**src/sv/jcs_pkg.sv**
```systemverilog
`timescale 1ns / 1ps
// ----------------------------------------------------------------------------
// jcs_pkg
// Shared types and byte codes for the comment stripper.
// ----------------------------------------------------------------------------
package jcs_pkg;

  localparam logic [7:0] CH_QUOTE     = 8'h22;
  localparam logic [7:0] CH_SLASH     = 8'h2F;
  localparam logic [7:0] CH_STAR      = 8'h2A;
  localparam logic [7:0] CH_NEWLINE   = 8'h0A;
  localparam logic [7:0] CH_BACKSLASH = 8'h5C;

  // Result queue depth: one item may add two results while one waits.
  localparam int QUEUE_DEPTH = 3;
  localparam int QCNT_W      = $clog2(QUEUE_DEPTH + 1);

  typedef enum logic [2:0] {
    MODE_TEXT  = 3'd0,
    MODE_STR   = 3'd1,
    MODE_ESC   = 3'd2,
    MODE_SLASH = 3'd3,
    MODE_LINE  = 3'd4,
    MODE_BLOCK = 3'd5,
    MODE_STAR  = 3'd6
  } scan_mode_t;

  typedef struct packed {
    logic [7:0] data;
    logic       vld;
    logic       last;
  } res_t;

  typedef struct packed {
    logic [1:0] n;
    res_t       r0;
    res_t       r1;
  } scan_res_t;

endpackage

```
**src/sv/jsonc_comment_stripper_core.sv**
```systemverilog
`timescale 1ns / 1ps
// ----------------------------------------------------------------------------
// jsonc_comment_stripper_core
// Streaming stripper for // and /* */ comments; quoted strings pass intact.
// ----------------------------------------------------------------------------
//
//   channel | ports                                      | direction
//   --------+--------------------------------------------+----------
//   input   | in_valid, in_ready, in_data_byte,          | in
//           | in_end_of_text                             |
//   result  | out_item_valid, out_ready, out_byte,       | out
//           | out_valid, out_last                        |
//
// Rate: one item per cycle while in_ready is high. Each item is scanned in the
//   cycle it is accepted and its results land in a three-slot result queue that
//   drains one result per cycle while out_ready is high; an item that yields two
//   results (a held slash flushed ahead of a plain byte) fills the queue past
//   the accept threshold, so in_ready drops until the queue drains.
// Reset: synchronous; scan mode returns to text, queue empties.
// Stalls: in_ready depends only on registered queue fill, never on
//   out_ready, so input and output stall independently.
//
module jsonc_comment_stripper_core
  import jcs_pkg::*;
(
  input  logic       clk,
  input  logic       rst_n,

  input  logic       in_valid,
  output logic       in_ready,
  input  logic [7:0] in_data_byte,
  input  logic       in_end_of_text,

  output logic       out_item_valid,
  input  logic       out_ready,
  output logic [7:0] out_byte,
  output logic       out_valid,
  output logic       out_last
);

  scan_mode_t mode_r;
  scan_mode_t mode_nxt;
  scan_res_t  scan;
  res_t       head;
  logic       in_acc;

  assign in_acc = in_valid && in_ready;

  // Scan the incoming byte against the current mode.
  jcs_scan u_scan (
    .mode        (mode_r),
    .data_byte   (in_data_byte),
    .end_of_text (in_end_of_text),
    .mode_nxt    (mode_nxt),
    .res         (scan)
  );

  // Advance the mode only on an accepted item.
  always_ff @(posedge clk) begin
    if (!rst_n) begin
      mode_r <= MODE_TEXT;
    end else if (in_acc) begin
      mode_r <= mode_nxt;
    end
  end

  // Hold results until the downstream side takes them.
  jcs_out_queue u_queue (
    .clk        (clk),
    .rst_n      (rst_n),
    .push_en    (in_acc),
    .push       (scan),
    .pop_ready  (out_ready),
    .room       (in_ready),
    .head_valid (out_item_valid),
    .head       (head)
  );

  assign out_byte  = head.data;
  assign out_valid = head.vld;
  assign out_last  = head.last;

  // End of text always produces at least one result.
  a_eot_emits : assert property (@(posedge clk) disable iff (!rst_n)
    in_acc && in_end_of_text |-> scan.n != 2'd0)
    else $error("end of text produced no result");

  // Mode is back to text after the final byte.
  a_eot_mode : assert property (@(posedge clk) disable iff (!rst_n)
    in_acc && in_end_of_text |=> mode_r == MODE_TEXT)
    else $error("mode not reset after end of text");

  // A bare end marker carries a zero byte and the last flag.
  a_bare_marker : assert property (@(posedge clk) disable iff (!rst_n)
    out_item_valid && !out_valid |-> out_byte == 8'h00 && out_last)
    else $error("malformed bare end marker");

  // A two-result item fills the queue past the accept threshold.
  a_pair_stall : assert property (@(posedge clk) disable iff (!rst_n)
    in_acc && scan.n == 2'd2 |=> !in_ready)
    else $error("queue accepted after a two-result item");

endmodule

```
**src/sv/jcs_scan.sv**
```systemverilog
`timescale 1ns / 1ps
// ----------------------------------------------------------------------------
// jcs_scan
// Per-byte scanner: next mode and up to two results for one item.
// ----------------------------------------------------------------------------
module jcs_scan
  import jcs_pkg::*;
(
  input  scan_mode_t mode,
  input  logic [7:0] data_byte,
  input  logic       end_of_text,
  output scan_mode_t mode_nxt,
  output scan_res_t  res
);

  scan_mode_t m;
  logic [1:0] n;
  res_t       r0;
  res_t       r1;

  always_comb begin
    m  = mode;
    n  = 2'd0;
    r0 = '0;
    r1 = '0;
    unique case (mode)
      MODE_STR: begin
        r0 = '{data: data_byte, vld: 1'b1, last: 1'b0};
        n  = 2'd1;
        if (data_byte == CH_BACKSLASH) begin
          m = MODE_ESC;
        end else if (data_byte == CH_QUOTE) begin
          m = MODE_TEXT;
        end
      end
      MODE_ESC: begin
        r0 = '{data: data_byte, vld: 1'b1, last: 1'b0};
        n  = 2'd1;
        m  = MODE_STR;
      end
      MODE_SLASH: begin
        if (data_byte == CH_SLASH) begin
          m = MODE_LINE;
        end else if (data_byte == CH_STAR) begin
          m = MODE_BLOCK;
        end else begin
          // flush the held slash, then treat the byte as plain text
          r0 = '{data: CH_SLASH, vld: 1'b1, last: 1'b0};
          r1 = '{data: data_byte, vld: 1'b1, last: 1'b0};
          n  = 2'd2;
          m  = (data_byte == CH_QUOTE) ? MODE_STR : MODE_TEXT;
        end
      end
      MODE_LINE: begin
        if (data_byte == CH_NEWLINE) begin
          r0 = '{data: data_byte, vld: 1'b1, last: 1'b0};
          n  = 2'd1;
          m  = MODE_TEXT;
        end
      end
      MODE_BLOCK: begin
        if (data_byte == CH_STAR) begin
          m = MODE_STAR;
        end
      end
      MODE_STAR: begin
        if (data_byte == CH_SLASH) begin
          m = MODE_TEXT;
        end else if (data_byte != CH_STAR) begin
          m = MODE_BLOCK;
        end
      end
      default: begin
        if (data_byte == CH_QUOTE) begin
          r0 = '{data: data_byte, vld: 1'b1, last: 1'b0};
          n  = 2'd1;
          m  = MODE_STR;
        end else if (data_byte == CH_SLASH) begin
          m = MODE_SLASH;
        end else begin
          r0 = '{data: data_byte, vld: 1'b1, last: 1'b0};
          n  = 2'd1;
          m  = MODE_TEXT;
        end
      end
    endcase

    if (end_of_text) begin
      // a held slash only arises from text mode, so nothing was emitted yet
      if (m == MODE_SLASH) begin
        r0 = '{data: CH_SLASH, vld: 1'b1, last: 1'b0};
        n  = 2'd1;
      end
      if (n == 2'd0) begin
        r0 = '{data: 8'h00, vld: 1'b0, last: 1'b0};
        n  = 2'd1;
      end
      if (n == 2'd2) begin
        r1.last = 1'b1;
      end else begin
        r0.last = 1'b1;
      end
      m = MODE_TEXT;
    end
  end

  assign mode_nxt = m;
  assign res      = '{n: n, r0: r0, r1: r1};

endmodule

```
**src/sv/jcs_out_queue.sv**
```systemverilog
`timescale 1ns / 1ps
// ----------------------------------------------------------------------------
// jcs_out_queue
// Small shifting result queue; head slot drives the output channel.
// ----------------------------------------------------------------------------
module jcs_out_queue
  import jcs_pkg::*;
(
  input  logic      clk,
  input  logic      rst_n,
  input  logic      push_en,
  input  scan_res_t push,
  input  logic      pop_ready,
  output logic      room,
  output logic      head_valid,
  output res_t      head
);

  res_t              q_r   [QUEUE_DEPTH];
  res_t              q_nxt [QUEUE_DEPTH];
  logic [QCNT_W-1:0] count_r;
  logic [QCNT_W-1:0] count_nxt;
  logic [QCNT_W-1:0] c1;
  logic [QCNT_W-1:0] push_n;
  logic              pop;

  assign head_valid = (count_r != '0);
  assign head       = q_r[0];
  assign pop        = head_valid && pop_ready;
  // accept only when two results fit without looking at the output side
  assign room       = (count_r <= QCNT_W'(QUEUE_DEPTH - 2));
  assign push_n     = push_en ? QCNT_W'(push.n) : '0;
  assign c1         = count_r - QCNT_W'(pop);
  assign count_nxt  = c1 + push_n;

  always_comb begin
    for (int i = 0; i < QUEUE_DEPTH; i++) begin
      if (pop && (i < QUEUE_DEPTH - 1)) begin
        q_nxt[i] = q_r[(i + 1) % QUEUE_DEPTH];
      end else begin
        q_nxt[i] = q_r[i];
      end
      if ((push_n != '0) && (c1 == QCNT_W'(i))) begin
        q_nxt[i] = push.r0;
      end
      if ((push_n == QCNT_W'(2)) && (QCNT_W'(c1 + QCNT_W'(1)) == QCNT_W'(i))) begin
        q_nxt[i] = push.r1;
      end
    end
  end

  always_ff @(posedge clk) begin
    if (!rst_n) begin
      count_r <= '0;
    end else begin
      count_r <= count_nxt;
    end
    for (int i = 0; i < QUEUE_DEPTH; i++) begin
      q_r[i] <= q_nxt[i];
    end
  end

endmodule

```
**config.mk**
```make
export PLATFORM = sky130hd
export DESIGN_NAME = jsonc_comment_stripper_core
export DESIGN_NICKNAME = d
export VERILOG_FILES = /design/src/sv/jcs_pkg.sv /design/src/sv/jsonc_comment_stripper_core.sv /design/src/sv/jcs_scan.sv /design/src/sv/jcs_out_queue.sv
export SDC_FILE = /design/constraint.sdc
export NUM_CORES = 1
export LEC_CHECK = 0
export BUFFER_PORTS_ARGS = -buffer_cell sky130_fd_sc_hd__buf_2
export CAP_MARGIN = 20
export CELL_PAD_IN_SITES_DETAIL_PLACEMENT = 1
export CELL_PAD_IN_SITES_GLOBAL_PLACEMENT = 2
export CORE_ASPECT_RATIO = 1.1
export CORE_MARGIN = 1
export CORE_UTILIZATION = 41
export CTS_BUF_LIST = sky130_fd_sc_hd__clkbuf_2
export CTS_CLUSTER_SIZE = 24
export DETAILED_ROUTE_END_ITERATION = 12
export GPL_ROUTABILITY_DRIVEN = 0
export HOLD_SLACK_MARGIN = 0.02
export PLACE_DENSITY_LB_ADDON = 0.05
export SYNTH_ARGS = -nofsm -noshare
export SYNTH_HDL_FRONTEND = slang
export SYNTH_SLANG_ARGS = --single-unit
```
**constraint.sdc**
```tcl
create_clock -name clk -period 6 [get_ports clk]
set_input_delay 0.3 -clock clk [delete_from_list [all_inputs] [get_ports clk]]
set_output_delay 0.3 -clock clk [all_outputs]
set_load 0.01 [all_outputs]
```
# Yosys cells after proc, flatten, opt, wreduce, memory -nomap -nowiden

Memory sizes are Yosys's and may differ from the RTL's.
Index checks and enable logic that the tools add are counted.

Register bits: 5
Bits in writable memories: 30
Input port bits: 13
Output and inout bits: 12
Word-level logic and storage cells: 89
Memories kept: 1

Add/sub/neg operators: 3
$lt $le $gt $ge: 1
Equality and inequality tests: 19
Multiplexer cells: 48
Reduce and logical (&&, ||, !) cells: 15

Memories:

| name        | depth | bits a word | rd ports | clocked after Yosys merged registers in | wr ports | line                | RTL |
|---|---|---|---|---|---|---|---|
| u_queue.q_r | 3     | 10          | 3        | 0                                       | 3        | jcs_out_queue.sv:19 | `res_t q_r [QUEUE_DEPTH];` |

Operators with widths:

| operator            | number |
|---|---|
| $mux 10             | 18 |
| $pmux 10 s4         | 1 |
| $mux 3              | 10 |
| $eq 8x6->1 const B  | 3 |
| $mux 2              | 10 |
| $pmux 3 s6          | 1 |
| $eq 3x2->1 const B  | 3 |
| $eq 3x3->1 const B  | 3 |
| $eq 2x2->1 const B  | 4 |
| $eq 8x4->1 const B  | 1 |
| $eq 8x7->1 const B  | 1 |
| $logic_and 1x1->1   | 8 |
| $mux 8              | 1 |
| $ne 8x6->1 const B  | 1 |
| $pmux 2 s4          | 1 |
| $logic_not 2->1     | 3 |
| $mux 1              | 6 |
| $eq 2x1->1 const B  | 2 |
| $reduce_bool 2->1   | 2 |
| $reduce_or 2->1     | 2 |
| $eq 3x1->1 const B  | 1 |
| $add 2x1->2 const B | 1 |
| $add 2x2->2         | 1 |
| $le 2x1->1 const B  | 1 |
| $sub 2x1->2         | 1 |

# Logic depth before layout (Yosys ltp)

Word-level depth: 17
Gate-level depth with buffers: 11
Depth with buffers taken out: 11

# Hierarchy

From an unflattened synthesis, not the netlist that was laid out.

Cell total of the unflattened synthesis: 267
Area total of the unflattened synthesis: 2,567.5 um2

By module, submodules not included:

| module                      | times used | cells each | area each (um2) | sequential area each (um2) |
|---|---|---|---|---|
| jcs_out_queue               | 1          | 149        | 1,767.9         | 940.9 |
| jcs_scan                    | 1          | 105        | 674.4           | 0.0 |
| jsonc_comment_stripper_core | 1          | 13         | 125.1           | 60.1 |

# Worst setup path after synthesis

Ideal clock, no wire load.

Kind: reg-to-reg
Start: register, netlist name u_queue.count_r[1]
End: memory u_queue.q_r[0][10] in the netlist's numbering (enable)
Setup time: 0.340 ns
Arrival: 2.002 ns
Required time: 5.660 ns
Setup slack: 3.658 ns
Cell stages (with the launch flop): 11
Buffers on the path: 0
Clock period less this slack: 2.342 ns
Path through: dfxtp_1 inv_1 nand2_1 nand2_1 inv_1 ha_1 inv_1 or3_1 nor2_1 a21oi_1 nand2_1

RTL lines:

| what             | line |
|---|---|
| end: declaration | jcs_out_queue.sv:19 |

==> impl_metrics.yaml <==
status:
  outcome: "finished clean"
timing:
  setup_violations: 0
  fin_setup_tns_ns: 0
  fin_crit_ns: 2.880
  finalHoldViolCount: 0
  rsz0062_at_grt: "no"
  tightest_slew_ns: 0.8838
  slew_headroom_pct: 40.69
  max_freq_ghz: 0.3472
  fin_crit_sh_pct: 48.01
  slew_viol_final: 0
  fin_worst_skew_ns: 0.01580
yosys:
  synth-edff-count: 30
  synth.top_cells.by_count: "30 x edfxtp_1, 19 x nand2_1, 17 x nor2_1, 12 x a21oi_1, 11 x inv_1"
  synth_flop_cell: "edfxtp_1"
  yosys_warnings: 0
  yosysMostFrequentCell: "edfxtp_1"
  synth.area.top_cells: "edfxtp_1 39%, dfxtp_1 4.3%, a22o_1 3.4%, nand2_1 3.1%, nor2_1 2.8%"
  synth.yosys.seq_area_share_pct: 43.29
  syn_area_um2: 2312
  yosysTopAreaCellShare_pct: 38.96
  async_flop_share_pct: 0
  synth_top_area_cell: "edfxtp_1"
  synth_seq_cells: 35
  synth_cells: 244
  ys_types: 66
  synthesis.nets: 259
  syn_avg_cell_area_um2: 9.476
floorplanning:
  ios: 25
  rows: 28
  core_area_um2: 5395
  dieHeight_um: 80.76
  initial_core_util_pct: 42.86
  dieArea_um2: 5944
  die_x_um: 73.60
placement:
  port_buffers: 24
  dp_hpwl_um: 4815
final_layout:
  antennaDiodeCount: 0
  finalNetCount: 269
  drive_above_1_share_pct: 18.11
  nFillCells: 670
  syn_to_final_growth_pct: 5.519
clock_tree:
  clock_latency_ns: 0.38
  cts_resized: 0
  clock-root-buffer: "clkbuf_2"
  cts_made_buffers: 5
  postCtsSetupRepairBufs: 0
  tritoncts: "built"
  h-tree-depth: 2
  clock_sinks: 35
  cts_hold_buf: 0
  clockBufferDepth: 2
  clk_pin_slew_ns: 0.18
power:
  switching_share_pct: 37.70
  max-vdd-ir-drop_mv: 0.1216
  cellPowerDensity_nw_per_um2: 346.9
  total_power_w: 0.0008463
  p_leak_nw: 0.8637
  seqPwrFrac_pct: 46.9
  p_int_w: 0.0005272
  p_clk_share_pct: 12.2
  comb_power_share_pct: 40.9
  p_sw_w: 0.0003190
worst_setup_path:
  reg2reg_depth: 6
  r2r-end: "u_queue.q_r[0][10]$_DFFE_PP_"
  criticalPathCategory: "reg2reg"
  startpoint_type: "register"
  r2r_start: "mode_r[1]$_SDFFE_PN0P_"
  endpoint: "u_queue.q_r[0][10]$_DFFE_PP_"
  critPathRequiredTime_ns: 6.05
  endpoint_kind: "register"
  crit_path_start: "mode_r[1]$_SDFFE_PN0P_"
  crit_arrival_ns: 2.93
  critPathMaxFanout: 14
  rrSetupSlack_ns: 3.12
drt:
  drc_errors: 0
  ant_nets: 0
  drtPass1Iterations: 4
  wirelength_um: 6248
  drt_iter0_drc: 74
  vias: 1944
  wl_met1_um: 2857
  avgRoutedWirePerCell_um: 18.99
  top_layer: "met4"
  via_per_inst: 5.909
  route.met3.wl_um: 177
  dr_wl_met2_um: 3092
min_path:
  hold_path_class: "in2reg"
grt:
  grt_first_pass_wirelength_um: 10280
  grt-ovfl-total: 0
  grtUsageTotal_pct: 23.37
  grt_max_degree: 18
  antenna_found_initial: 0
  first_global_vias: 1900
flow_run:
  maxCapViolCount: 0
[worst min path at each step]
stage	startpoint	endpoint	slack (ns)	depth (start not counted)
after global placement	u_queue.q_r[0][16]$_DFFE_PP_	u_queue.q_r[0][6]$_DFFE_PP_	0.52	1
after global routing	rst_n	u_queue.count_r[0]$_SDFF_PN0_	0.15	2
final	rst_n	u_queue.count_r[0]$_SDFF_PN0_	0.16	2
after CTS	rst_n	u_queue.count_r[0]$_SDFF_PN0_	0.15	2
after detailed placement	u_queue.q_r[0][11]$_DFFE_PP_	u_queue.q_r[0][1]$_DFFE_PP_	0.52	1
after floorplan	rst_n	u_queue.count_r[0]$_SDFF_PN0_	0.42	1
[kinds of logic (layout without fill, tap and decap cells)]
| logic type | count (synthesis) | after routing | synth area share (%) |
|---|---|---|---|
| AO/OA/AOI/OAI | 81 | 81 | 25.49 |
| multiplexers | 1 | 1 | 0.4329 |
| adder cells (fa/ha/maj) | 3 | 3 | 1.515 |
| flip-flops | 35 | 35 | 43.29 |
| XOR/XNOR | 3 | 3 | 1.137 |
| buffers and inverters | 34 | 44 | 7.468 |
| AND/OR/NAND/NOR | 87 | 87 | 20.67 |
[per-layer routing]
| layer | track usage (%) | vias to the layer above |
|---|---|---|
| met5 | 0 | - |
| met4 | 8.077 | 0 |
| met3 | 3.474 | 10 |
| met2 | 38.99 | 33 |
| met1 | 30.82 | 963 |
| li1 | - | 938 |
[worst max-delay path, stage by stage (launching register included)]
cell,delay (ns)
dfxtp_1,0.65
nand2b_1,0.30
a21oi_1,0.15
nor4_1,0.38
nand2_1,0.19
a21oi_1,0.48
nand2_1,0.39
[power groups by stage]
stage	logic (W)	registers [W]	clock network (W)
after floorplan	0.000274	0.000402	0
after global placement	0.000343	0.000402	0
after detailed placement	0.000349	0.000404	0
after CTS	0.000351	0.000398	0.000105
after global routing	0.000391	0.000406	0.000113
final	0.000346	0.000397	0.000103
[final cells by class]
class | instances | area, um2 | area share [%]
clock inverters | 2 | 8.758 | 0.3590
repair buffers | 25 | 127.6 | 5.231
clock buffers | 5 | 25.02 | 1.026
inverters | 12 | 45.04 | 1.846
multi-input cells | 175 | 1139 | 46.67
flip-flops and latches | 35 | 1001 | 41.03
well taps | 75 | 93.84 | 3.846
[sequential cells by signal (all words and copies together) (netlist names)]
name and cells:
mode_r 3, u_queue.count_r 2, u_queue.q_r 30
[through the flow]
stage / cell area, um2 / worst slack, ns / hold slack (ns) / cells / util, %
finish: 2440 / 3.120 / 0.1584 / 329 / 45.22
global route: 2440 / 2.756 / 0.1497 / 329 / 45.22
CTS: 2440 / 3.086 / 0.1452 / 329 / 45.22
detailed placement: 2406 / 3.058 / 0.5176 / 322 / 44.60
global placement: 2406 / 3.053 / 0.5157 / 322 / 44.60
floorplan: 2312 / 3.658 / 0.4217 / 244 / -
[cells in the final DEF, fill, tap and decap left out, types with 3 or more instances in the layout]
master,count
a22o_1,9
a21oi_1,12
a31oi_1,9
nor2_1,17
buf_2,24
nor2b_1,3
clkbuf_2,5
o21ai_1,7
or3_1,4
o21ai_0,10
nand2b_1,3
nand3_1,10
nand4_1,3
dfxtp_1,5
inv_1,11
nor3_1,6
edfxtp_1,30
a21boi_0,5
and2_1,6
nand2_1,19
o221ai_1,3
(Power assumes the default switching activity.)
